<file path="config.mk">
export PLATFORM = sky130hd
export DESIGN_NAME = buffer_pool_with_linked_queue_core
export DESIGN_NICKNAME = d
export VERILOG_FILES = /design/src/rtl/bpl_pkg.sv /design/src/rtl/bpl_ram.sv /design/src/rtl/buffer_pool_with_linked_queue_core.sv
export SDC_FILE = /design/constraint.sdc
export NUM_CORES = 1
export LEC_CHECK = 0
export BUFFER_PORTS_ARGS = -buffer_cell sky130_fd_sc_hd__buf_2
export CAP_MARGIN = 20
export CORE_AREA = 4 4 144 146
export DETAILED_ROUTE_END_ITERATION = 6
export DIE_AREA = 0 0 148 150
export HOLD_SLACK_MARGIN = 0.15
export PLACE_DENSITY = 0.7
export SLEW_MARGIN = 20
export SYNTH_ARGS = -nofsm -noshare
export SYNTH_HDL_FRONTEND = slang
export SYNTH_SLANG_ARGS = --single-unit
</file>
<file path="constraint.sdc">
create_clock -name clk -period 3.8 [get_ports clk]
set_clock_uncertainty 0.15 [all_clocks]
set_input_delay 0.95 -clock clk [delete_from_list [all_inputs] [get_ports clk]]
set_output_delay 0.95 -clock clk [all_outputs]
set_load 0.005 [all_outputs]
</file>
<file path="src/rtl/bpl_pkg.sv">
// Shared definitions for the buffer pool with linked queue.
// Holds opcode and status codes and the fixed field widths; no dependencies.
package bpl_pkg;

  localparam int BPL_OP_W  = 2;
  localparam int BPL_IDX_W = 5;

  typedef logic [BPL_OP_W-1:0] bpl_op_t;

  localparam bpl_op_t OP_ALLOC = 2'd0;
  localparam bpl_op_t OP_FREE  = 2'd1;
  localparam bpl_op_t OP_ENQ   = 2'd2;
  localparam bpl_op_t OP_DEQ   = 2'd3;

  localparam logic ST_DONE  = 1'b0;
  localparam logic ST_EMPTY = 1'b1;

endpackage

</file>
<file path="src/rtl/bpl_ram.sv">
// Generic single-write, single-read synchronous RAM with registered read data.
// Standalone; used for the link store of the buffer pool.
module bpl_ram #(
  parameter int WIDTH = 6,
  parameter int DEPTH = 32
) (
  input  logic                     clk,
  input  logic                     we,
  input  logic [$clog2(DEPTH)-1:0] waddr,
  input  logic [WIDTH-1:0]         wdata,
  input  logic                     re,
  input  logic [$clog2(DEPTH)-1:0] raddr,
  output logic [WIDTH-1:0]         rdata
);

  logic [WIDTH-1:0] mem [DEPTH];
  logic [WIDTH-1:0] rdata_r;

  always_ff @(posedge clk) begin
    if (we) begin
      mem[waddr] <= wdata;
    end
    if (re) begin
      rdata_r <= mem[raddr];
    end
  end

  assign rdata = rdata_r;

endmodule

</file>
<file path="src/rtl/buffer_pool_with_linked_queue_core.sv">
// Top level of the buffer pool with one linked FIFO queue.
// Depends on bpl_pkg and bpl_ram (link store).
//
// The block hands out and takes back buffers named by index and keeps one FIFO
// queue of buffers, both threaded through a single link RAM. Opcodes: allocate
// pops the free list, free pushes a buffer onto it, enqueue links a buffer
// after the queue tail, dequeue pops the queue head; allocate or dequeue on an
// empty list answers index 0 with status 1. Free and enqueue of an index at or
// above POOL_BUFFERS are ignored. Double frees are not detected. After reset
// the block chains the link RAM (entry i to i+1, last to none) and holds
// in_ready low during that pass. Then each transaction is accepted in a cycle
// that issues the link read and finishes in the execute state, which uses the
// registered read data, writes the link RAM and updates the head pointers.
// An enqueue onto a non-empty queue adds a link state: its two link writes
// share the single RAM write port. A finished result sits in the output
// register while the next transaction is accepted; a transaction whose result
// cannot be placed holds in its execute cycle until out_ready frees the slot.
module buffer_pool_with_linked_queue_core
  import bpl_pkg::*;
#(
  parameter int POOL_BUFFERS = 32
) (
  input  logic                 clk,
  input  logic                 rst_n,
  input  logic                 in_valid,
  output logic                 in_ready,
  input  logic [BPL_OP_W-1:0]  in_opcode,
  input  logic [BPL_IDX_W-1:0] in_buffer_index,
  output logic                 out_valid,
  input  logic                 out_ready,
  output logic [BPL_IDX_W-1:0] out_result_index,
  output logic                 out_status
);

  // Pointer width holds every buffer index plus the "none" value.
  localparam int AW    = $clog2(POOL_BUFFERS);
  localparam int PTR_W = $clog2(POOL_BUFFERS + 1);
  localparam int CW    = (PTR_W > BPL_IDX_W) ? PTR_W : BPL_IDX_W;
  localparam logic [PTR_W-1:0] NONE_PTR = PTR_W'(POOL_BUFFERS);
  localparam logic [PTR_W-1:0] LAST_PTR = PTR_W'(POOL_BUFFERS - 1);

  localparam logic [1:0] S_INIT = 2'd0;
  localparam logic [1:0] S_IDLE = 2'd1;
  localparam logic [1:0] S_EXEC = 2'd2;
  localparam logic [1:0] S_LINK = 2'd3;

  function automatic logic ptr_ok(input logic [PTR_W-1:0] p);
    return p < NONE_PTR;
  endfunction

  logic [1:0]       state_r, state_nxt;
  logic [PTR_W-1:0] init_cnt_r, init_cnt_nxt;
  logic [PTR_W-1:0] free_head_r, free_head_nxt;
  logic [PTR_W-1:0] queue_head_r, queue_head_nxt;
  logic [PTR_W-1:0] queue_tail_r, queue_tail_nxt;
  bpl_op_t          op_r;
  logic [PTR_W-1:0] buf_r;
  logic             buf_ok_r;

  logic                 out_valid_r, out_valid_nxt;
  logic [BPL_IDX_W-1:0] out_index_r, out_index_nxt;
  logic                 out_status_r, out_status_nxt;

  // Link RAM ports
  logic             ram_we, ram_re;
  logic [AW-1:0]    ram_waddr, ram_raddr;
  logic [PTR_W-1:0] ram_wdata, ram_rdata;

  logic             in_fire, done;
  logic [CW-1:0]    in_buf_ext, res_ext;
  logic [PTR_W-1:0] rd_ptr, res_ptr;
  logic             res_status;

  assign in_ready   = (state_r == S_IDLE);
  assign in_fire    = in_valid && in_ready;
  assign in_buf_ext = CW'(in_buffer_index);

  // Execute completes only when the output slot is free or being drained.
  assign done = (state_r == S_EXEC) && (!out_valid_r || out_ready);

  // Fetch the link word of the head that the operation pops.
  assign rd_ptr    = (in_opcode == OP_ALLOC) ? free_head_r : queue_head_r;
  assign ram_re    = in_fire;
  assign ram_raddr = rd_ptr[AW-1:0];

  always_comb begin
    state_nxt      = state_r;
    init_cnt_nxt   = init_cnt_r;
    free_head_nxt  = free_head_r;
    queue_head_nxt = queue_head_r;
    queue_tail_nxt = queue_tail_r;
    ram_we         = 1'b0;
    ram_waddr      = buf_r[AW-1:0];
    ram_wdata      = NONE_PTR;
    res_ptr        = '0;
    res_status     = ST_DONE;

    case (state_r)
      S_INIT: begin
        // Chain entry i to i+1; the last entry lands on the none value.
        ram_we       = 1'b1;
        ram_waddr    = init_cnt_r[AW-1:0];
        ram_wdata    = init_cnt_r + PTR_W'(1);
        init_cnt_nxt = init_cnt_r + PTR_W'(1);
        if (init_cnt_r == LAST_PTR) begin
          state_nxt = S_IDLE;
        end
      end
      S_IDLE: begin
        if (in_fire) begin
          state_nxt = S_EXEC;
        end
      end
      S_EXEC: begin
        if (done) begin
          state_nxt = S_IDLE;
          case (op_r)
            OP_ALLOC: begin
              if (ptr_ok(free_head_r)) begin
                free_head_nxt = ram_rdata;
                res_ptr       = free_head_r;
              end else begin
                res_status = ST_EMPTY;
              end
            end
            OP_FREE: begin
              if (buf_ok_r) begin
                ram_we        = 1'b1;
                ram_wdata     = free_head_r;
                free_head_nxt = buf_r;
              end
            end
            OP_ENQ: begin
              if (buf_ok_r) begin
                queue_tail_nxt = buf_r;
                if (!ptr_ok(queue_head_r)) begin
                  queue_head_nxt = buf_r;
                  ram_we         = 1'b1;
                end else if (ptr_ok(queue_tail_r)) begin
                  // Link old tail first; terminate the new buffer next cycle.
                  ram_we    = 1'b1;
                  ram_waddr = queue_tail_r[AW-1:0];
                  ram_wdata = buf_r;
                  state_nxt = S_LINK;
                end else begin
                  ram_we = 1'b1;
                end
              end
            end
            default: begin
              if (ptr_ok(queue_head_r)) begin
                queue_head_nxt = ram_rdata;
                res_ptr        = queue_head_r;
              end else begin
                res_status = ST_EMPTY;
              end
            end
          endcase
        end
      end
      default: begin
        // Terminate the newly enqueued buffer.
        ram_we    = 1'b1;
        state_nxt = S_IDLE;
      end
    endcase
  end

  assign res_ext = CW'(res_ptr);

  // Output register: load on completion, drop on acceptance.
  always_comb begin
    out_valid_nxt  = out_valid_r;
    out_index_nxt  = out_index_r;
    out_status_nxt = out_status_r;
    if (out_valid_r && out_ready) begin
      out_valid_nxt = 1'b0;
    end
    if (done) begin
      out_valid_nxt  = 1'b1;
      out_index_nxt  = res_ext[BPL_IDX_W-1:0];
      out_status_nxt = res_status;
    end
  end

  always_ff @(posedge clk) begin
    if (!rst_n) begin
      state_r      <= S_INIT;
      init_cnt_r   <= '0;
      free_head_r  <= '0;
      queue_head_r <= NONE_PTR;
      out_valid_r  <= 1'b0;
    end else begin
      state_r      <= state_nxt;
      init_cnt_r   <= init_cnt_nxt;
      free_head_r  <= free_head_nxt;
      queue_head_r <= queue_head_nxt;
      out_valid_r  <= out_valid_nxt;
    end
  end

  // Payload registers: no reset.
  always_ff @(posedge clk) begin
    queue_tail_r <= queue_tail_nxt;
    out_index_r  <= out_index_nxt;
    out_status_r <= out_status_nxt;
    if (in_fire) begin
      op_r     <= in_opcode;
      buf_r    <= PTR_W'(in_buf_ext);
      buf_ok_r <= in_buf_ext < CW'(POOL_BUFFERS);
    end
  end

  bpl_ram #(
    .WIDTH(PTR_W),
    .DEPTH(POOL_BUFFERS)
  ) u_link_ram (
    .clk  (clk),
    .we   (ram_we),
    .waddr(ram_waddr),
    .wdata(ram_wdata),
    .re   (ram_re),
    .raddr(ram_raddr),
    .rdata(ram_rdata)
  );

  assign out_valid        = out_valid_r;
  assign out_result_index = out_index_r;
  assign out_status       = out_status_r;

  // An empty answer never carries an index.
  a_empty_zero: assert property (@(posedge clk) disable iff (!rst_n)
    (out_valid_r && out_status_r) |-> (out_index_r == '0))
    else $error("empty status with nonzero index");

  // A link read never collides with a link write.
  a_no_rw_overlap: assert property (@(posedge clk) disable iff (!rst_n)
    !(ram_we && ram_re))
    else $error("link RAM read and write in the same cycle");

  // An accepted transaction moves straight to execute.
  a_accept_exec: assert property (@(posedge clk) disable iff (!rst_n)
    in_fire |=> (state_r == S_EXEC))
    else $error("accepted transaction did not enter execute");

  // A stalled execute leaves the list heads untouched.
  a_stall_hold: assert property (@(posedge clk) disable iff (!rst_n)
    (state_r == S_EXEC && out_valid_r && !out_ready) |=>
      ($stable(free_head_r) && $stable(queue_head_r)))
    else $error("heads changed while result slot was full");

endmodule
</file>
Word-level counts from Yosys, hierarchy flattened --
Memories as Yosys holds them, arrays and structs flattened. A register that Yosys moved wholly into a read port is not among the register bits. Cells that the tools add are included.
Storage, ports and cells: memories kept 1, bits in latches 0, memory bits (read-only) 0, word-level logic and storage cells 90, memory bits (writable) 192, register bits 40
Memory list:
- u_link_ram.mem | words 32, width 6, read ports 1, clocked after Yosys merged registers in 1, write ports 1, RTL line bpl_ram.sv:16 | logic [WIDTH-1:0] mem [DEPTH];
Cells by class: $add $sub $neg 1, reductions and logical operators 17, shift operators 0, bitwise logic cells 1, magnitude comparators 4, mux-type cells 43, eq/ne operators 12, divide/modulo/power cells 0, multiply operators 0
Operators with widths (number):
- 6-bit 2-to-1 mux | 10
- 6-bit one-hot mux with 2 select lines | 4
- 5-bit 2-to-1 mux | 8
- 5-bit one-hot mux with 2 select lines | 2
- 2-bit 2-to-1 mux | 7
- 5-bit by 6-bit < comparator with 1-bit output (second input constant) | 2
- 6-bit < comparator (second input constant) | 2
- 2-bit != test (second input constant) | 6
- 1-bit 2-to-1 mux | 9
- 6-bit by 1-bit adder with 6-bit output (second input constant) | 1
- 6-bit by 5-bit == test with 1-bit output (second input constant) | 1
- 2-bit logical NOT | 3
- 2-bit one-hot mux with 3 select lines | 1
- 6-bit AND reduction | 1
- 2-bit nonzero test | 3
- 5-bit AND reduction | 1
- 2-bit by 1-bit == test with 1-bit output (second input constant) | 2
- 2-bit == test (second input constant) | 2
- 1-bit one-hot mux with 2 select lines | 2
- 4-bit AND reduction | 1
- 2-bit OR reduction | 2
- 1-bit logical AND | 3
- 3-bit AND reduction | 1
- 2-bit by 1-bit != test with 1-bit output (second input constant) | 1
- other kinds (3) | 3

Depth between registers and ports, before layout --
Gate-level depths: netlist of run 1.
depth after elaboration 7, gate-level depth with buffers 11, mapped depth without buffers 7

Cells and area by module --
A second synthesis of run 1 with hierarchy kept.
Second synthesis, totals: cells, all modules 528, area total of the unflattened synthesis 9890.7 µm²
By module, submodules not included:
- bpl_ram | seq. area each 5945.7 µm², instances 1, cells each 323, area each 7649.8 µm²
- buffer_pool_with_linked_queue_core | seq. area each 960.9 µm², instances 1, cells each 205, area each 2240.9 µm²

Worst setup path after synthesis of run 1 --
No wires, ideal clock.
kind input port to flip-flop, from input out_ready, to memory u_link_ram.mem[2][0], enable pin, data required time 3.264 ns, setup slack 0.425 ns, data arrival time 2.839 ns, stages on the path 8, buffers on the path 3, path through nand2b_1 > buf_2 > nand3_1 > o21ai_0 > or3b_1 > clkbuf_1 > buf_4 > nor4_1
Between the ends: longest elaborated chain between the ends 6, elaborated cells between the ends (all ways) 8, those cells by class mux: 6; reduce/logical: 2
Ends and longest elaborated chain:
- start, declared | RTL line buffer_pool_with_linked_queue_core.sv:30 | input logic out_ready,
- 1-bit logical OR * | RTL line buffer_pool_with_linked_queue_core.sv:79 | assign done = (state_r == S_EXEC) && (!out_valid_r || out_ready);
- 1-bit logical AND * | RTL line buffer_pool_with_linked_queue_core.sv:79
- 1-bit 2-to-1 mux | RTL line buffer_pool_with_linked_queue_core.sv:115 | if (done) begin
- 1-bit one-hot mux with 2 select lines | RTL line buffer_pool_with_linked_queue_core.sv:98 | case (state_r)
- 1-bit 2-to-1 mux | RTL line bpl_ram.sv:20 | if (we) begin
- 1-bit 2-to-1 mux (implied by the code) | RTL line bpl_ram.sv:21 | mem[waddr] <= wdata;
- end, declared | RTL line bpl_ram.sv:16
Mark *: on every way between the ends. The rest lies on a longest branch, timed or not.

Final worst setup path of run 1 --
from register op_r[0], to memory u_link_ram.mem[28][0], enable pin
Between the ends: longest elaborated chain between the ends 7, elaborated cells between the ends (all ways) 11, those cells by class eq/ne: 2; mux: 8; reduce/logical: 1
Ends and longest elaborated chain:
- start, declared | RTL line buffer_pool_with_linked_queue_core.sv:56 | bpl_op_t op_r;
- start signal, assigned | RTL line buffer_pool_with_linked_queue_core.sv:208 | op_r <= in_opcode;
- 2-bit == test or 2-bit by 1-bit == test with 1-bit output (tied branches) | RTL line buffer_pool_with_linked_queue_core.sv:117 | case (op_r)
- 2-bit OR reduction (no source line)
- 1-bit 2-to-1 mux
- 1-bit 2-to-1 mux | RTL line buffer_pool_with_linked_queue_core.sv:115
- 1-bit one-hot mux with 2 select lines | RTL line buffer_pool_with_linked_queue_core.sv:98
- 1-bit 2-to-1 mux | RTL line bpl_ram.sv:20
- 1-bit 2-to-1 mux (implied by the code) | RTL line bpl_ram.sv:21
Parallel ways exist; a longest one is shown, timed or not.

==> flow_metrics.env, run 1 <==
export IMPL_postCtsSetupBuffers=0
export IMPL_grt_pass1_vias=6945
export IMPL_dieHeight_um=150
export IMPL_crit_type="register to register"
export IMPL_hold_path_class="register to register"
export IMPL_grt_max_degree=49
export IMPL_drt_initial_drc_count=747
export IMPL_io_pins=19
export IMPL_fin_crit_sh=0.885
export IMPL_p_clk_frac=0.379
export IMPL_pwr_share_comb=0.111
export IMPL_die_w_um=148
export IMPL_synth_cell_types=54
export IMPL_insertedDiodeCount=0
export IMPL_arrival_ps=3360
export IMPL_netlist_area_um2=10600
export IMPL_yosysWarnings=0
export IMPL_switching_share=0.238
export IMPL_hold_viol=0
export IMPL_critPathCaptureType="register"
export IMPL_core_area_um2=19400
export IMPL_cts_tree="done"
export IMPL_cts_hold_buffers=0
export IMPL_wl_per_cell_um=25.5
export IMPL_syn_nets=781
export IMPL_synth_top_cell_by_area="edfxtp_1"
export IMPL_root_buffer="clkbuf_16"
export IMPL_layout_nets=823
export IMPL_finish_utilization=0.622
export IMPL_slew_viol_final=0
export IMPL_grt_usage=0.248
export IMPL_grt_first_pass_wirelength_mm=41.7
export IMPL_cell_internal_pwr_w=0.00460
export IMPL_ant_nets=0
export IMPL_power_density_nw_per_um2=501
export IMPL_port_buffer_count=18
export IMPL_pwr_share_seq=0.510
export IMPL_slew_headroom=0.425
export IMPL_clkLatencyLatePin_ps=510
export IMPL_leakage_nw=3.90
export IMPL_row_count=51
export IMPL_synth_edf_count=216
export IMPL_antenna_found_initial=0
export IMPL_clock_sinks=237
export IMPL_synth_top_cell_area_share=0.614
export IMPL_initial_core_util=0.545
export IMPL_clockBufferDepth=3
export IMPL_clk_pin_slew_ps=60
export IMPL_fin_crit_ps=3360
export IMPL_max_freq_mhz=297
export IMPL_worstMarginPinSlew_ps=856
export IMPL_drt_pass1_iter_count=5
export IMPL_drv_cap=0
export IMPL_status="complete, no violations"
export IMPL_numCtsBuffers=24
export IMPL_die_area_um2=22200
export IMPL_synth_ff_type="edfxtp_1"
export IMPL_areaGrowthSynthToFinish_pct=14.1
export IMPL_cts_resized=0
export IMPL_fin_tns_setup_ps=0
export IMPL_hpwl_mm=18.1
export IMPL_report_final_setup_viol=0
export IMPL_wirelength_mm=27.6
export IMPL_yosys_top_cells_area="edfxtp_1 (61%), a211oi_1 (7.4%), and3_1 (5.8%)"
export IMPL_num_fill_cells=1444
export IMPL_syn_area_per_cell_um2=13.9
export IMPL_worstPathMaxFanout=9
export IMPL_post_route_cells_drive_above_1_share=0.188
export IMPL_start_kind="register"
export IMPL_grt_overflow=0
export IMPL_routabilityCongestion=0.914
export IMPL_worstPathRequired_ps=3790
export IMPL_p_sw_w=0.00144
export IMPL_drc=0
export IMPL_syn_inst=759
export IMPL_rsz0062_at_grt="no"
export IMPL_avgViaCountPerCell=6.63
export IMPL_htreeDepth=1
export IMPL_ys_ff_latch=237
export IMPL_async_flop_share=0
export IMPL_peakVddDrop_mv=0.419
export IMPL_vias=7185
export IMPL_ys_seq_area_frac=0.654
-- per-stage QoR --
step | cells | cell area, µm² | hold WS [ps] | total power, W | setup WS (ps)
detailed placement | 1040 | 11200 | 325 | 0.00378 | 144
global route | 1084 | 12100 | 363 | 0.00624 | 365
CTS | 1084 | 12000 | 333 | 0.00606 | 308
global placement | 1040 | 11200 | 307 | 0.00377 | 277
finish | 1084 | 12100 | 331 | 0.00605 | 437
floorplan | 759 | 10600 | 299 | 0.00350 | 425
-- area by class of cell --
class                           instances  area [µm²]  area share
Multi-Input combinational cell        441        3370       0.279
Sequential cell                       237        6910       0.573
Inverter                               15        56.3     0.00467
Clock inverter                         16         135      0.0112
Tap cell                              265         332      0.0275
Timing Repair Buffer                   82         621      0.0515
Clock buffer                           28         637      0.0528
-- cell families (layout without fill, tap and decap cells) --
family,Yosys count,count (layout),synth area share
simple gates,209,209,0.129
buf+inv,81,141,0.0364
fa+ha+maj,11,11,0.0130
compound gates,201,201,0.150
mux,12,12,0.0115
xor+xnor,8,8,0.00663
flops,237,237,0.654
-- registers in the layout (all words and copies together) (netlist names) --
name and flops:
u_link_ram.rdata 6, state_r 2, free_head_r 6, buf_r 5, out_valid 1, init_cnt_r 6, out_result_index 5, u_link_ram.mem 192
op_r 2, queue_tail_r 5, out_status 1, queue_head_r 6
-- cells in the mapped netlist (3+ instances only) --
master      n
nor4b_1    14
a311oi_1    4
edfxtp_1  216
nor4_1     18
buf_2      16
o21ai_1     6
nor4_2      6
nand4_1     6
dfxtp_1    21
nor4b_2     3
nor2_1     22
buf_4      10
or3b_1      4
a211oi_1  104
o41ai_1    18
nor4bb_1    5
ha_1       11
a22o_1      4
inv_1      13
xor2_1      6
nand2_1    11
nor2b_1     3
o31ai_1     3
o22ai_1     5
a21oi_1    14
o21ai_0     4
a31oi_4     6
and3_1     98
mux2i_1    11
clkbuf_1   35
o2111a_1    6
nand3_1     6
a22oi_1    13
buf_6       3
a31oi_1     4
-- critical path, stage by stage, from the launching register on --
cell and delay [ps]:
edfxtp_1 420, inv_1 110, ha_1 260, and2b_1 340
nand3_1 180, mux2_1 370, a21o_1 270, buf_4 190
nor4_2 710
-- path summary, 6_finish.rpt --
check                  start  cells past startpoint  slack (ps)                     to
setup / recovery     op_r[0]                      8         440  u_link_ram.mem[28][0]
hold / removal    state_r[1]                      2         330             state_r[1]
setup reg to reg     op_r[0]                      8         440  u_link_ram.mem[28][0]
hold reg to reg   state_r[1]                      2         330             state_r[1]
-- layout by cell type (no fill, tap or decap), drive strengths merged, types with 10 or more instances in the layout --
| cell | n |
|---|---|
| edfxtp | 216 |
| a211oi | 104 |
| and3 | 98 |
| buf | 82 |
| clkbuf | 28 |
| nor4 | 24 |
| nor2 | 22 |
| dfxtp | 21 |
| o41ai | 18 |
| nor4b | 17 |
| inv | 16 |
| a21oi | 14 |
| a22oi | 13 |
| nand2 | 11 |
| mux2i | 11 |
| ha | 11 |
| a31oi | 10 |
| clkinv | 10 |
| o21ai | 10 |
-- power by group through the flow --
stage | clock network [W] | registers (W) | logic (W)
after floorplan | 0 | 0.00313 | 0.000375
after global placement | 0 | 0.00313 | 0.000635
after detailed placement | 0 | 0.00314 | 0.000648
after CTS | 0.00233 | 0.00308 | 0.000652
after global routing | 0.00244 | 0.00309 | 0.000710
final | 0.00229 | 0.00308 | 0.000669
-- metal layers --
metal  global-route usage  wire, µm
met1                0.331     11100
met2                0.409     13400
met3               0.0424      2180
met4               0.0947       992
met5                    0         0
(Power assumes the default switching activity.)
==> run 2, diff against run 1 <==
CELL_PAD_IN_SITES_DETAIL_PLACEMENT = 0   (was default)
CELL_PAD_IN_SITES_GLOBAL_PLACEMENT = 1   (was default)
CORE_AREA = 4 4 147 149   (was 4 4 144 146)
DIE_AREA = 0 0 151 153   (was 0 0 148 150)
PLACE_DENSITY = default   (was 0.7)
PLACE_DENSITY_LB_ADDON = 0.1   (was default)
==> flow_metrics.env, run 2 (synthesis results as in run 1) <==
export IMPL_status="complete, no violations"
export IMPL_use_met3=0.0518
export IMPL_clk_pin_slew_ps=60
export IMPL_grt_pass1_vias=6919
export IMPL_cts_resized=0
export IMPL_grt_first_pass_wirelength_mm=43.2
export IMPL_worstPathRequired_ps=3880
export IMPL_reg2regPathDepth=9
export IMPL_core_area_um2=20200
export IMPL_slew_headroom=0.354
export IMPL_hold_path_class="register to register"
export IMPL_drv_cap=0
export IMPL_row_count=52
export IMPL_htreeDepth=1
export IMPL_layout_nets=836
export IMPL_grtUsageMet2=0.377
export IMPL_die_w_um=151
export IMPL_clock_sinks=237
export IMPL_areaGrowthSynthToFinish_pct=14.5
export IMPL_rsz0062_at_grt="no"
export IMPL_insertedDiodeCount=0
export IMPL_leakage_nw=3.95
export IMPL_place_ws_ps=216
export IMPL_use_met1=0.371
export IMPL_worstMarginPinSlew_ps=961
export IMPL_ant_nets=0
export IMPL_worstPathMaxFanout=19
export IMPL_busiest_layer="met2"
export IMPL_cts_tree="done"
export IMPL_drt_initial_drc_count=768
export IMPL_port_buffer_count=18
export IMPL_vias=7178
export IMPL_postCtsSetupBuffers=0
export IMPL_routabilityCongestion=0.869
export IMPL_arrival_ps=3390
export IMPL_cts_hold_buffers=0
export IMPL_grt_overflow=0
export IMPL_initial_core_util=0.524
export IMPL_worstHoldPathCells=2
export IMPL_post_route_cells_drive_above_1_share=0.188
export IMPL_max_flop_register="u_link_ram.mem"
export IMPL_grt_max_degree=49
export IMPL_cp_slowest_cell="nor4b_1"
export IMPL_numCtsBuffers=25
export IMPL_cp_cell_sequence="inv_1, ha_1, and2b_1, nand3_1, mux2_1, a21o_1, buf_12, nor4b_1, buf_4"
export IMPL_cpPeakStageDelay_ps=540
export IMPL_largest_reg_flops=192
export IMPL_antenna_found_initial=0
export IMPL_critPathCaptureType="register"
export IMPL_io_pins=19
export IMPL_hold_viol=0
export IMPL_clkLatencyLatePin_ps=520
export IMPL_wl_per_cell_um=26.1
export IMPL_mostFrequentLayoutCell="edfxtp_1"
export IMPL_worst_slack_ps=494
export IMPL_die_area_um2=23100
export IMPL_slew_viol_final=0
export IMPL_wirelength_mm=28.7
export IMPL_crit_type="register to register"
export IMPL_crit_cells=9
export IMPL_crit_family="simple AND/OR/NAND/NOR gates"
export IMPL_clockBufferDepth=3
export IMPL_peakVddDrop_mv=0.538
export IMPL_fin_crit_ps=3310
export IMPL_report_final_setup_viol=0
export IMPL_start_kind="register"
export IMPL_hpwl_mm=18.8
export IMPL_dieHeight_um=153
export IMPL_mostFrequentLayoutCells="edfxtp_1 (216), a211oi_1 (104), and3_1 (98)"
export IMPL_fin_tns_setup_ps=0
export IMPL_crit_buf_inv=3
export IMPL_grt_usage=0.249
export IMPL_fin_crit_sh=0.870
export IMPL_root_buffer="clkbuf_16"
export IMPL_drc=0
export IMPL_avgViaCountPerCell=6.53
export IMPL_drt_pass1_iter_count=5
export IMPL_max_freq_mhz=302
export IMPL_power_density_nw_per_um2=499
run 2: changes by cell type in the layout (fill, tap and decap cells not counted), sizes merged:
cell / change
buf: +12
clkbuf: +9
clkinv: -7
clkinvlp: -3
bufinv: -1
run 2: final timing paths:
path	startpoint	end	slack, ps
max	op_r[0]	u_link_ram.mem[13][0]	490
min	state_r[1]	state_r[1]	330
max reg2reg	op_r[0]	u_link_ram.mem[13][0]	490
min reg2reg	state_r[1]	state_r[1]	330
run 2: through the flow:
stage / total power [W] / hold slack (ps) / cells / cell area (µm²) / util
after floorplan: 0.00350 / 299 / 759 / 10600 / -
after global placement: 0.00377 / 308 / 1057 / 11300 / 0.561
after detailed placement: 0.00379 / 321 / 1057 / 11300 / 0.562
after CTS: 0.00606 / 329 / 1099 / 12100 / 0.600
after global routing: 0.00623 / 340 / 1099 / 12100 / 0.600
final: 0.00603 / 325 / 1099 / 12100 / 0.600
run 2: area by class of cell:
cell class,instances,area [µm²]
clock buffer,37,711
fill,1590,8080
clock inverter,5,51.3
inverter,15,56.3
timing repair buffer,94,698
sequential,237,6910
tap,270,338
multi-input combinational,441,3330
run 2: layer usage:
metal | up-vias | part of all wire
li1 | 3214 | -
met1 | 3604 | 0.44
met2 | 310 | 0.46
met3 | 50 | 0.080
met4 | 0 | 0.022
met5 | - | 0
run 2: power breakdown:
group	internal, W	total [W]	switching [W]
Combinational	0.000219	0.000654	0.000434
Sequential	0.00304	0.00308	0.0000390
Clock	0.00135	0.00229	0.000945
Total	0.00461	0.00603	0.00142
run 2: tightest hold or removal path, stage by stage, from the launching register on:
cell,delay (ps)
dfxtp_1,320
nand2_1,60
a21oi_1,50
